[src/design/sfdw_pkg.sv]
package sfdw_pkg;

  // Frame layout.
  localparam int unsigned FrameLen  = 8;
  localparam int unsigned FillWidth = $clog2(FrameLen);
  localparam logic [FillWidth-1:0] FillLast = FillWidth'(FrameLen - 1);

  localparam logic [7:0] MarkLeft  = 8'h4C;
  localparam logic [7:0] MarkRight = 8'h52;

  localparam logic [15:0] TimeoutReset = 16'd100;

  // Result word: fields from bit 0 up, padded to whole bytes.
  localparam int unsigned ResultWidth = 83;
  localparam int unsigned ResultBytesWidth = ((ResultWidth + 7) / 8) * 8;

  typedef enum logic {
    OP_BYTE = 1'b0,
    OP_TICK = 1'b1
  } opcode_e;

  typedef struct packed {
    logic        restart_request;
    logic        online;
    logic [31:0] frame_count;
    logic [23:0] right_raw;
    logic [23:0] left_raw;
    logic        new_frame;
  } result_t;

endpackage

[src/design/sensor_frame_deframer_watchdog_unit.sv]
// Fixed-length frame deframer with a link watchdog. Each input transfer is
// either one received serial byte (tuser = 0) or one supervision tick
// (tuser = 1). Bytes are gathered into an 8-byte window that opens on 'L';
// a full window with 'L' at byte 0 and 'R' at byte 4 latches two 24-bit
// little-endian values and bumps the frame count, any other full window
// slides by one byte. Each tick advances a 32-bit time, judges the link
// online while a frame arrived fewer ticks ago than the programmed timeout,
// and while offline requests a receiver restart at most once per timeout.
// Every input transfer yields exactly one result transfer. The state update
// and the result are computed in the cycle the item is accepted and the
// result lands in the output register, so a new item is taken every cycle
// as long as the output side keeps draining. The timeout register can be
// written at any time the block is idle and resets to 100.
module sensor_frame_deframer_watchdog_unit
  import sfdw_pkg::*;
(
  input  logic                        clk_i,
  input  logic                        rst_ni,
  input  logic                        s_axis_tvalid,
  output logic                        s_axis_tready,
  input  logic [7:0]                  s_axis_tdata,  // data_byte[7:0]
  input  logic                        s_axis_tuser,  // opcode[0]
  output logic                        m_axis_tvalid,
  input  logic                        m_axis_tready,
  // new_frame[0], left_raw[24:1], right_raw[48:25], frame_count[80:49],
  // online[81], restart_request[82], zero padding[87:83]
  output logic [ResultBytesWidth-1:0] m_axis_tdata,
  input  logic                        cfg_valid_i,
  output logic                        cfg_ready_o,
  input  logic [15:0]                 cfg_data_i
);

  logic [7:0]           win_q [FrameLen];
  logic [7:0]           win_d [FrameLen];
  logic [FillWidth-1:0] fill_q, fill_d;
  logic [23:0]          left_q, left_d;
  logic [23:0]          right_q, right_d;
  logic [31:0]          frames_q, frames_d;
  logic [31:0]          now_q, now_d;
  logic [31:0]          last_frame_q, last_frame_d;
  logic [31:0]          last_restart_q, last_restart_d;
  logic [31:0]          seen_q, seen_d;
  logic                 link_q, link_d;
  logic [15:0]          timeout_q;
  logic                 out_valid_q, out_valid_d;
  result_t              out_q, out_d;

  logic       in_xfer;
  opcode_e    opcode;
  logic [7:0] data_byte;
  logic       new_frame;
  logic       restart;
  logic       online;
  logic [31:0] timeout_ext;

  assign opcode      = opcode_e'(s_axis_tuser);
  assign data_byte   = s_axis_tdata;
  assign timeout_ext = {16'd0, timeout_q};

  // The output register frees up in the same cycle its result is taken.
  assign s_axis_tready = !out_valid_q || m_axis_tready;
  assign in_xfer       = s_axis_tvalid && s_axis_tready;
  assign cfg_ready_o   = 1'b1;

  always_comb begin
    win_d          = win_q;
    fill_d         = fill_q;
    left_d         = left_q;
    right_d        = right_q;
    frames_d       = frames_q;
    now_d          = now_q;
    last_frame_d   = last_frame_q;
    last_restart_d = last_restart_q;
    seen_d         = seen_q;
    link_d         = link_q;
    new_frame      = 1'b0;
    restart        = 1'b0;
    online         = 1'b0;
    if (in_xfer) begin
      case (opcode)
        OP_BYTE: begin
          // Nothing is gathered until a frame start shows up.
          if (fill_q != '0 || data_byte == MarkLeft) begin
            win_d[fill_q] = data_byte;
            if (fill_q == FillLast) begin
              if (win_q[0] == MarkLeft && win_q[4] == MarkRight) begin
                left_d    = {win_q[3], win_q[2], win_q[1]};
                right_d   = {data_byte, win_q[6], win_q[5]};
                frames_d  = frames_q + 32'd1;
                fill_d    = '0;
                new_frame = 1'b1;
              end else begin
                // Drop the oldest byte and keep the newest seven.
                for (int i = 0; i < FrameLen - 2; i++) begin
                  win_d[i] = win_q[i+1];
                end
                win_d[FrameLen-2] = data_byte;
                fill_d = FillLast;
              end
            end else begin
              fill_d = fill_q + FillWidth'(1);
            end
          end
        end
        OP_TICK: begin
          now_d = now_q + 32'd1;
          if (frames_q != seen_q) begin
            last_frame_d = now_d;
            seen_d       = frames_q;
          end
          online = (frames_q != 32'd0) && ((now_d - last_frame_d) < timeout_ext);
          link_d = online;
          if (!online && ((now_d - last_restart_q) >= timeout_ext)) begin
            last_restart_d = now_d;
            restart        = 1'b1;
          end
        end
        default: begin
        end
      endcase
    end
  end

  always_comb begin
    out_valid_d = out_valid_q;
    out_d       = out_q;
    if (in_xfer) begin
      out_valid_d           = 1'b1;
      out_d.new_frame       = new_frame;
      out_d.left_raw        = left_d;
      out_d.right_raw       = right_d;
      out_d.frame_count     = frames_d;
      out_d.online          = link_d;
      out_d.restart_request = restart;
    end else if (m_axis_tready) begin
      out_valid_d = 1'b0;
    end
  end

  always_ff @(posedge clk_i or negedge rst_ni) begin
    if (!rst_ni) begin
      fill_q         <= '0;
      left_q         <= '0;
      right_q        <= '0;
      frames_q       <= '0;
      now_q          <= '0;
      last_frame_q   <= '0;
      last_restart_q <= '0;
      seen_q         <= '0;
      link_q         <= 1'b0;
      timeout_q      <= TimeoutReset;
      out_valid_q    <= 1'b0;
    end else begin
      fill_q         <= fill_d;
      left_q         <= left_d;
      right_q        <= right_d;
      frames_q       <= frames_d;
      now_q          <= now_d;
      last_frame_q   <= last_frame_d;
      last_restart_q <= last_restart_d;
      seen_q         <= seen_d;
      link_q         <= link_d;
      out_valid_q    <= out_valid_d;
      if (cfg_valid_i && cfg_ready_o) begin
        timeout_q <= cfg_data_i;
      end
    end
  end

  // Window bytes and the result payload need no reset.
  always_ff @(posedge clk_i) begin
    win_q <= win_d;
    out_q <= out_d;
  end

  assign m_axis_tvalid = out_valid_q;
  assign m_axis_tdata  = {(ResultBytesWidth - ResultWidth)'(0), out_q};

`ifndef SYNTH
  a_frame_bumps_count: assert property (@(posedge clk_i) disable iff (!rst_ni)
    in_xfer && new_frame |=> frames_q == $past(frames_q) + 32'd1)
    else $error("frame count did not advance on a completed frame");

  a_tick_advances_time: assert property (@(posedge clk_i) disable iff (!rst_ni)
    in_xfer && opcode == OP_TICK |=> now_q == $past(now_q) + 32'd1)
    else $error("time did not advance on a tick");

  a_online_needs_frame: assert property (@(posedge clk_i) disable iff (!rst_ni)
    out_valid_q && out_q.online |-> out_q.frame_count != 32'd0)
    else $error("link online without any frame");

  a_restart_only_offline: assert property (@(posedge clk_i) disable iff (!rst_ni)
    out_valid_q && out_q.restart_request |-> !out_q.online && !out_q.new_frame)
    else $error("restart requested while online or on a byte");
`endif

endmodule

[config.mk]
export PLATFORM = sky130hd
export DESIGN_NAME = sensor_frame_deframer_watchdog_unit
export DESIGN_NICKNAME = d
export VERILOG_FILES = /design/src/design/sfdw_pkg.sv /design/src/design/sensor_frame_deframer_watchdog_unit.sv
export SDC_FILE = /design/constraint.sdc
export NUM_CORES = 1
export LEC_CHECK = 0
export ABC_CLOCK_PERIOD_IN_PS = 7900
export BUFFER_PORTS_ARGS = -buffer_cell sky130_fd_sc_hd__clkbuf_2
export CAP_MARGIN = 20
export CORE_UTILIZATION = 50
export CTS_CLUSTER_DIAMETER = 50
export CTS_CLUSTER_SIZE = 25
export DETAILED_ROUTE_END_ITERATION = 16
export GPL_TIMING_DRIVEN = 0
export HOLD_SLACK_MARGIN = 0.1
export PLACE_DENSITY = 0.67
export SYNTH_ARGS = -nofsm -noshare
export SYNTH_HDL_FRONTEND = slang
export SYNTH_SLANG_ARGS = --single-unit
[constraint.sdc]
create_clock -name clk_i -period 7.9 [get_ports clk_i]
set_clock_uncertainty 0.2 [all_clocks]
set_input_delay 0.79 -clock clk_i [delete_from_list [all_inputs] [get_ports clk_i]]
set_output_delay 0.79 -clock clk_i [all_outputs]
set_load 0.02 [all_outputs]
# Word level (Yosys, flattened, before mapping)
# Cells that the tools add are included.
# totals
reg_bits,376
input_bits,30
out_inout_bits,91
# classes
n_addsub,5
order_cmp,4
n_eq_ne,5
n_mux,31
n_bitwise,4
n_reduce_logical,17
# op_table
op,count
2-to-1 mux 32 bit,8
2-to-1 mux 24 bit,10
2-to-1 mux 56 bit,2
"adder 32 x 1 -> 32 bit, second input constant",2
bitwise mux 64 bit,1
subtractor 32 bit,2
>= comparator 32 x 16 -> 1 bit,1
less-than comparator 32 x 16 -> 1 bit,1
!= test 32 bit,1
nonzero test 32 bit,1
demux 8 bit (select 3 bit),1
"equality test 8 x 7 -> 1 bit, second input constant",3
AND reduction 3 bit,3
2-to-1 mux 8 bit,1
2-to-1 mux 1 bit,6
2-to-1 mux 3 bit,2
logical AND 1 bit,5
">= comparator 4 bit, second input constant",1
"less-than comparator 4 x 1 -> 1 bit, second input constant",1
inverter 3 -> 4 bit,1
"adder 3 x 1 -> 3 bit, second input constant",1
"equality test 3 bit, second input constant",1
inverter 1 bit,3
nonzero test 3 bit,1
5 further kinds,7

# Depth between registers and ports, before layout
# depth
word_depth,10
depth_mapped,33

# Least setup slack after synthesis
# OpenSTA, ideal clock, no wires.
# synth_path
kind,input to register
from,input s_axis_tdata[3]
to,"register out_q, in the netlist m_axis_tdata[79], data pin"
setup_ps,265
arrival_ps,7037
t_required_ps,7435
path_slack_ps,398
stages,11
path_buffers,1
path_cell_list,clkbuf_1 > nor4bb_1 > a21oi_1 > nor3_1 > inv_1 > nor2_1 > nand3_1 > nor2_1 > and3_1 > nand4_1 > xnor2_1
# synth_via
elab_chain_cells,5
# synth_rtl
element,line_no,text
start: declaration,sensor_frame_deframer_watchdog_unit.sv:21,"input logic [7:0] s_axis_tdata,"
equality test 8 x 7 -> 1 bit,sensor_frame_deframer_watchdog_unit.sv:83,if (fill_q != '0 || data_byte == MarkLeft) begin
logical OR 1 bit,sensor_frame_deframer_watchdog_unit.sv:83,
2-to-1 mux 32 bit,sensor_frame_deframer_watchdog_unit.sv:83,
2-to-1 mux 32 bit,sensor_frame_deframer_watchdog_unit.sv:80,case (opcode)
2-to-1 mux 32 bit,sensor_frame_deframer_watchdog_unit.sv:79,if (in_xfer) begin
named net frames_d[30],sensor_frame_deframer_watchdog_unit.sv:38,"logic [31:0] frames_q, frames_d;"
end signal: assignment,sensor_frame_deframer_watchdog_unit.sv:173,out_q <= out_d;
end: declaration,sensor_frame_deframer_watchdog_unit.sv:46,"result_t out_q, out_d;"
# The timed path passes the listed nets, and every way through them passes these cells.
# A chain may end at the register's enable or synchronous reset.

# Worst setup path after layout
# layout_path
from,register frames_q[1]
to,register last_restart_q[23]
# layout_via
elab_chain_cells,10
elab_cells_between_ends,11
cone_classes,add/sub: 1; order compare: 1; eq/ne: 1; mux: 3; reduce/logical: 5
# layout_rtl
element,line_no,text
start: declaration,sensor_frame_deframer_watchdog_unit.sv:38,
start signal: assignment,sensor_frame_deframer_watchdog_unit.sv:157,frames_q <= frames_d;
!= test 32 bit,sensor_frame_deframer_watchdog_unit.sv:107,if (frames_q != seen_q) begin
2-to-1 mux 32 bit,sensor_frame_deframer_watchdog_unit.sv:107,
2-to-1 mux 32 bit,sensor_frame_deframer_watchdog_unit.sv:80,
2-to-1 mux 32 bit,sensor_frame_deframer_watchdog_unit.sv:79,
subtractor 32 bit,sensor_frame_deframer_watchdog_unit.sv:111,online = (frames_q != 32'd0) && ((now_d - last_frame_d) < timeout_ext);
less-than comparator 32 x 16 -> 1 bit,sensor_frame_deframer_watchdog_unit.sv:111,
logical AND 1 bit (*),sensor_frame_deframer_watchdog_unit.sv:111,
logical NOT 1 bit (*),sensor_frame_deframer_watchdog_unit.sv:113,if (!online && ((now_d - last_restart_q) >= timeout_ext)) begin
logical AND 1 bit (*),sensor_frame_deframer_watchdog_unit.sv:113,
AND reduction 3 bit (no source line) (*),-,
end signal: assignment,sensor_frame_deframer_watchdog_unit.sv:160,last_restart_q <= last_restart_d;
end: declaration,sensor_frame_deframer_watchdog_unit.sv:41,"logic [31:0] last_restart_q, last_restart_d;"
# Mark *: on every way between the ends. The rest lies on a longest branch, timed or not. The select of a mux whose other input is x is not followed.

==> impl_summary.txt <==
----------------------------------------------------
[CTS]
  H-tree depth reported by CTS ... 2
  Worst-path clk slew ... 0.07 ns
  Worst-case clock buffer depth ... 3
  TritonCTS clock tree ... done
  # clock sinks ... 368
  Cts bufs inserted ... 39
  Clock tree root driver cell ... sky130_fd_sc_hd__clkbuf_16
  Clock latency at the later pin of the worst-skew pair ... 0.58 ns

[Critical path]
  Worst setup path class ... flop to flop
  Highest fanout seen on the critical path ... 10
  Required @ worst endpoint ... 8.13 ns
  Top delay family on crit path ... compound AO/OA/AOI/OAI gates
  Buffers and inverters on the worst path ... 7
  WP data arrival ... 7.66 ns
  Startpoint kind of the worst setup timing path ... flop
  Delay of the slowest cell on the worst path ... 0.41 ns
  Highest-delay cell along the critical path ... sky130_fd_sc_hd__fa_1
  Critical Path End Type ... flop

[Floorplan]
  Initial Utilization ... 50.9%
  Y dimension of the die ... 204 microns
  IO Count ... 121
  Overall die area ... 41600 sq um
  Core area ... 40000 sq um
  Placement Rows ... 73
  Die width ... 204 microns

[STA]
  Final TNS setup ... 0 ns
  Ratio of final minimum period to clock period ... 94.0%
  Fin. Hold Viols ... 0
  Final number of max-transition violations ... 0
  Min Hold Slack ... 0.230 ns
  Tightest Pin Transition ... 0.954 ns
  Max Clock Freq ... 0.135 GHz
  Worst slew slack as a fraction of its limit ... 35.9%
  Number of setup violations in the final report ... 0
  Post-route minimum period ... 7.43 ns

[Synthesis]
  EDFF count, synth ... 139
  Fraction of the yosys area taken by sequential cells ... 48.6%
  Total of flip-flops plus latches after synthesis ... 368
  Post-synthesis instance area ... 20400 sq um
  Count of different cell masters after synthesis ... 88
  Yosys warnings ... 0
  Number of instances in the synthesized netlist ... 1962
  Asr flop ratio synth ... 62.2%
  Leading register cell type out of synthesis ... sky130_fd_sc_hd__dfrtp_1
  Avg Inst Size Synth ... 10.4 sq um

[Routing]
  Initial DRC count ... 911
  Vias per cell ... 5.59
  Wirelength per Cell ... 18.6 microns
  Number of routed nets with antenna violations ... 0
  Via total after detailed routing ... 15023
  1st-pass router iterations ... 6
  Residual DRC count ... 0
  Sum of routed wire length over all layers ... 50000 microns

[Job]
  Number of maximum-capacitance violations ... 0

[Pwr]
  Cell Pwr Density ... 284 nW/um^2
  Leakage power summed over all cells ... 10.8 nW
  IR Drop Worst-Case VDD ... 0.169 mV

[Place]
  IO buf count ... 106
  Inst Count DP ... 2607
  RD Place Congestion ... 0.920
  Post-detailed-placement half-perimeter wirelength ... 36400 microns
  Post-DP Area ... 21800 sq um

[Finish]
  Post-layout instance count excluding filler cells ... 2686
  Final instance area ... 23300 sq um
  Fillers ... 3435
  Number of nets in the final layout ... 2257
  Area growth from synthesis to final layout ... 14.5%
  Ratio of cells with drive above 1 in the final layout ... 16.1%
  Diode insertion count for antenna repair ... 0

[GRT]
  Overall global routing resource usage ... 24.3%
  Pin count of the biggest net entering global routing ... 108
  Wire length of the first global-routing pass ... 79800 microns
  Total overflow reported by the global router ... 0
  Antenna violations before repair ... 0
  Via count of the first global-routing pass ... 14754

[Hold path]
  Tightest Hold Check Type ... input pin to flop

[Run status]
  Result of the run ... finished, final reports clean

----------------------------------------------------
registers in the layout, summed over array words and instances, names as in the netlist:
| signal | count |
|---|---|
| m_axis_tdata | 83 |
| win_q | 56 |
| frames_q | 32 |
| last_frame_q | 32 |
| last_restart_q | 32 |
| now_q | 32 |
| seen_q | 32 |
| left_q | 24 |
| right_q | 24 |
| timeout_q | 16 |
| fill_q | 3 |
| link_q | 1 |
| m_axis_tvalid | 1 |
area by class of cell:
class	count	area (sq um)	share of cell area [%]
buffer	96	463	1.98
clock buffer	41	1010	4.35
clock inverter	30	377	1.61
inverter	92	348	1.49
multi-input combinational	1405	9760	41.8
sequential	368	9910	42.5
tap	525	657	2.82
timing repair buffer	129	807	3.46
worst register-to-register path, delay by kind of cell, from the launching register on:
kind / cells / cell delay [ns]
AOI/OAI and AO/OA: 11 / 2.09
xor gates and xnor gates: 2 / 0.31
adders and majority gates: 3 / 0.86
buffers and inverters: 7 / 1.34
DFF: 1 / 0.35
muxes: 1 / 0.33
and+or+nand+nor: 10 / 1.81
routing by layer:
metal | GRT usage, % | routed length [microns] | part of all wire, % | vias up
met1 | 33.4 | 22600 | 45 | 7333
met3 | 4.18 | 2780 | 5.5 | 85
met5 | 0 | 0 | 0 | -
met2 | 39.4 | 23500 | 47 | 396
met4 | 7.68 | 1150 | 2.3 | 0
li1 | - | - | - | 7209
where the power goes:
part / internal (mW) / switching, mW / leakage [nW] / total [mW]
combinational: 1.04 / 1.36 / 5.75 / 2.40
sequential: 2.16 / 0.102 / 4.40 / 2.26
clock: 1.06 / 0.904 / 0.674 / 1.97
Yosys cell counts, types with 5 or more instances:
library cell	n	share of area, %
sky130_fd_sc_hd__and2_1	10	0.31
sky130_fd_sc_hd__o21bai_1	10	0.37
sky130_fd_sc_hd__nand2b_1	12	0.37
sky130_fd_sc_hd__a311oi_1	5	0.21
sky130_fd_sc_hd__o211ai_1	8	0.29
sky130_fd_sc_hd__nand4_1	46	1.4
sky130_fd_sc_hd__and3_1	23	0.71
sky130_fd_sc_hd__clkbuf_1	68	1.3
sky130_fd_sc_hd__xnor2_1	112	4.8
sky130_fd_sc_hd__nor3_1	26	0.64
sky130_fd_sc_hd__nand2_1	332	6.1
sky130_fd_sc_hd__mux2_1	5	0.28
sky130_fd_sc_hd__ha_1	94	5.8
sky130_fd_sc_hd__buf_4	8	0.29
sky130_fd_sc_hd__xor2_1	48	2.1
sky130_fd_sc_hd__o21ai_0	124	3.0
sky130_fd_sc_hd__a21oi_1	70	1.7
sky130_fd_sc_hd__or3_1	5	0.15
sky130_fd_sc_hd__nor2_1	98	1.8
sky130_fd_sc_hd__edfxtp_1	139	20
sky130_fd_sc_hd__a31oi_1	8	0.25
sky130_fd_sc_hd__xnor3_1	5	0.55
sky130_fd_sc_hd__mux2_2	59	3.3
sky130_fd_sc_hd__nor4b_1	5	0.21
sky130_fd_sc_hd__nand3_1	29	0.71
sky130_fd_sc_hd__a21o_1	27	0.99
sky130_fd_sc_hd__dfrtp_1	226	28
sky130_fd_sc_hd__inv_1	91	1.7
sky130_fd_sc_hd__o21a_1	12	0.44
sky130_fd_sc_hd__o21ai_1	6	0.15
sky130_fd_sc_hd__mux2_4	21	1.5
sky130_fd_sc_hd__nor4_1	14	0.43
sky130_fd_sc_hd__nor2b_1	12	0.37
sky130_fd_sc_hd__buf_2	14	0.34
sky130_fd_sc_hd__buf_1	6	0.11
sky130_fd_sc_hd__mux2i_1	86	4.2
placed cells by master (no fill, tap or decap), drive strengths merged, types with 6 or more instances in the layout:
cell type	instances
clkbuf	210
mux2i	86
conb	6
o21bai	10
nor3	29
o21ai	130
o211ai	9
nor2b	12
inv	108
nand4	48
mux2	85
nand2	332
a21o	27
xnor2	113
edfxtp	139
nand2b	12
buf	55
and3	23
or3	6
nor4	17
and2	10
ha	94
a21oi	71
xor2	48
nand3	31
a31oi	8
nor2	98
clkinv	10
dfrtp	226
o21a	12
what timing repair did:
| action | 4_1_cts | 5_1_grt |
|---|---|---|
| endpoints found under the hold margin | 16 | 0 |
| resized for setup | 11 | 18 |
| setup buffers | 5 | 7 |
| pin swaps | 3 | 7 |
| hold buffers | 1 | 0 |
| endpoints found under the setup margin | 35 | 35 |
kinds of logic after synthesis:
kind of cell / after synthesis / synth area share, %
XOR/XNOR: 166 / 7.51
adder cells (fa/ha/maj): 101 / 6.24
other: 2 / 0.0369
buffers and inverters: 193 / 3.94
AO/OA/AOI/OAI: 323 / 9.79
flip-flops: 368 / 48.6
multiplexers: 171 / 9.31
AND/OR/NAND/NOR: 638 / 14.5
per-stage QoR:
stage / util, % / setup slack, ns / total power, mW
floorplan: - / 0.398 / 4.01
global placement: 53.9 / -2.44 / 4.51
detailed placement: 54.4 / -1.59 / 4.58
CTS: 58.0 / 0.00695 / 6.60
global route: 58.3 / -0.00760 / 7.05
finish: 58.3 / 0.474 / 6.63
worst paths after layout:
| kind | start | end | slack (ns) | cells after the start |
|---|---|---|---|---|
| max | frames_q[1] | last_restart_q[23] | 0.47 | 34 |
| min | cfg_data_i[14] | timeout_q[14] | 0.23 | 3 |
| max reg2reg | frames_q[1] | last_restart_q[23] | 0.47 | 34 |
| min reg2reg | last_frame_q[17] | last_frame_q[17] | 0.28 | 2 |
| max in group asynchronous | rst_ni | seen_q[18] | 5.78 | 4 |
| min in group asynchronous | rst_ni | timeout_q[0] | 0.43 | 2 |
No activity file was read; power rests on OpenSTA's default activity.
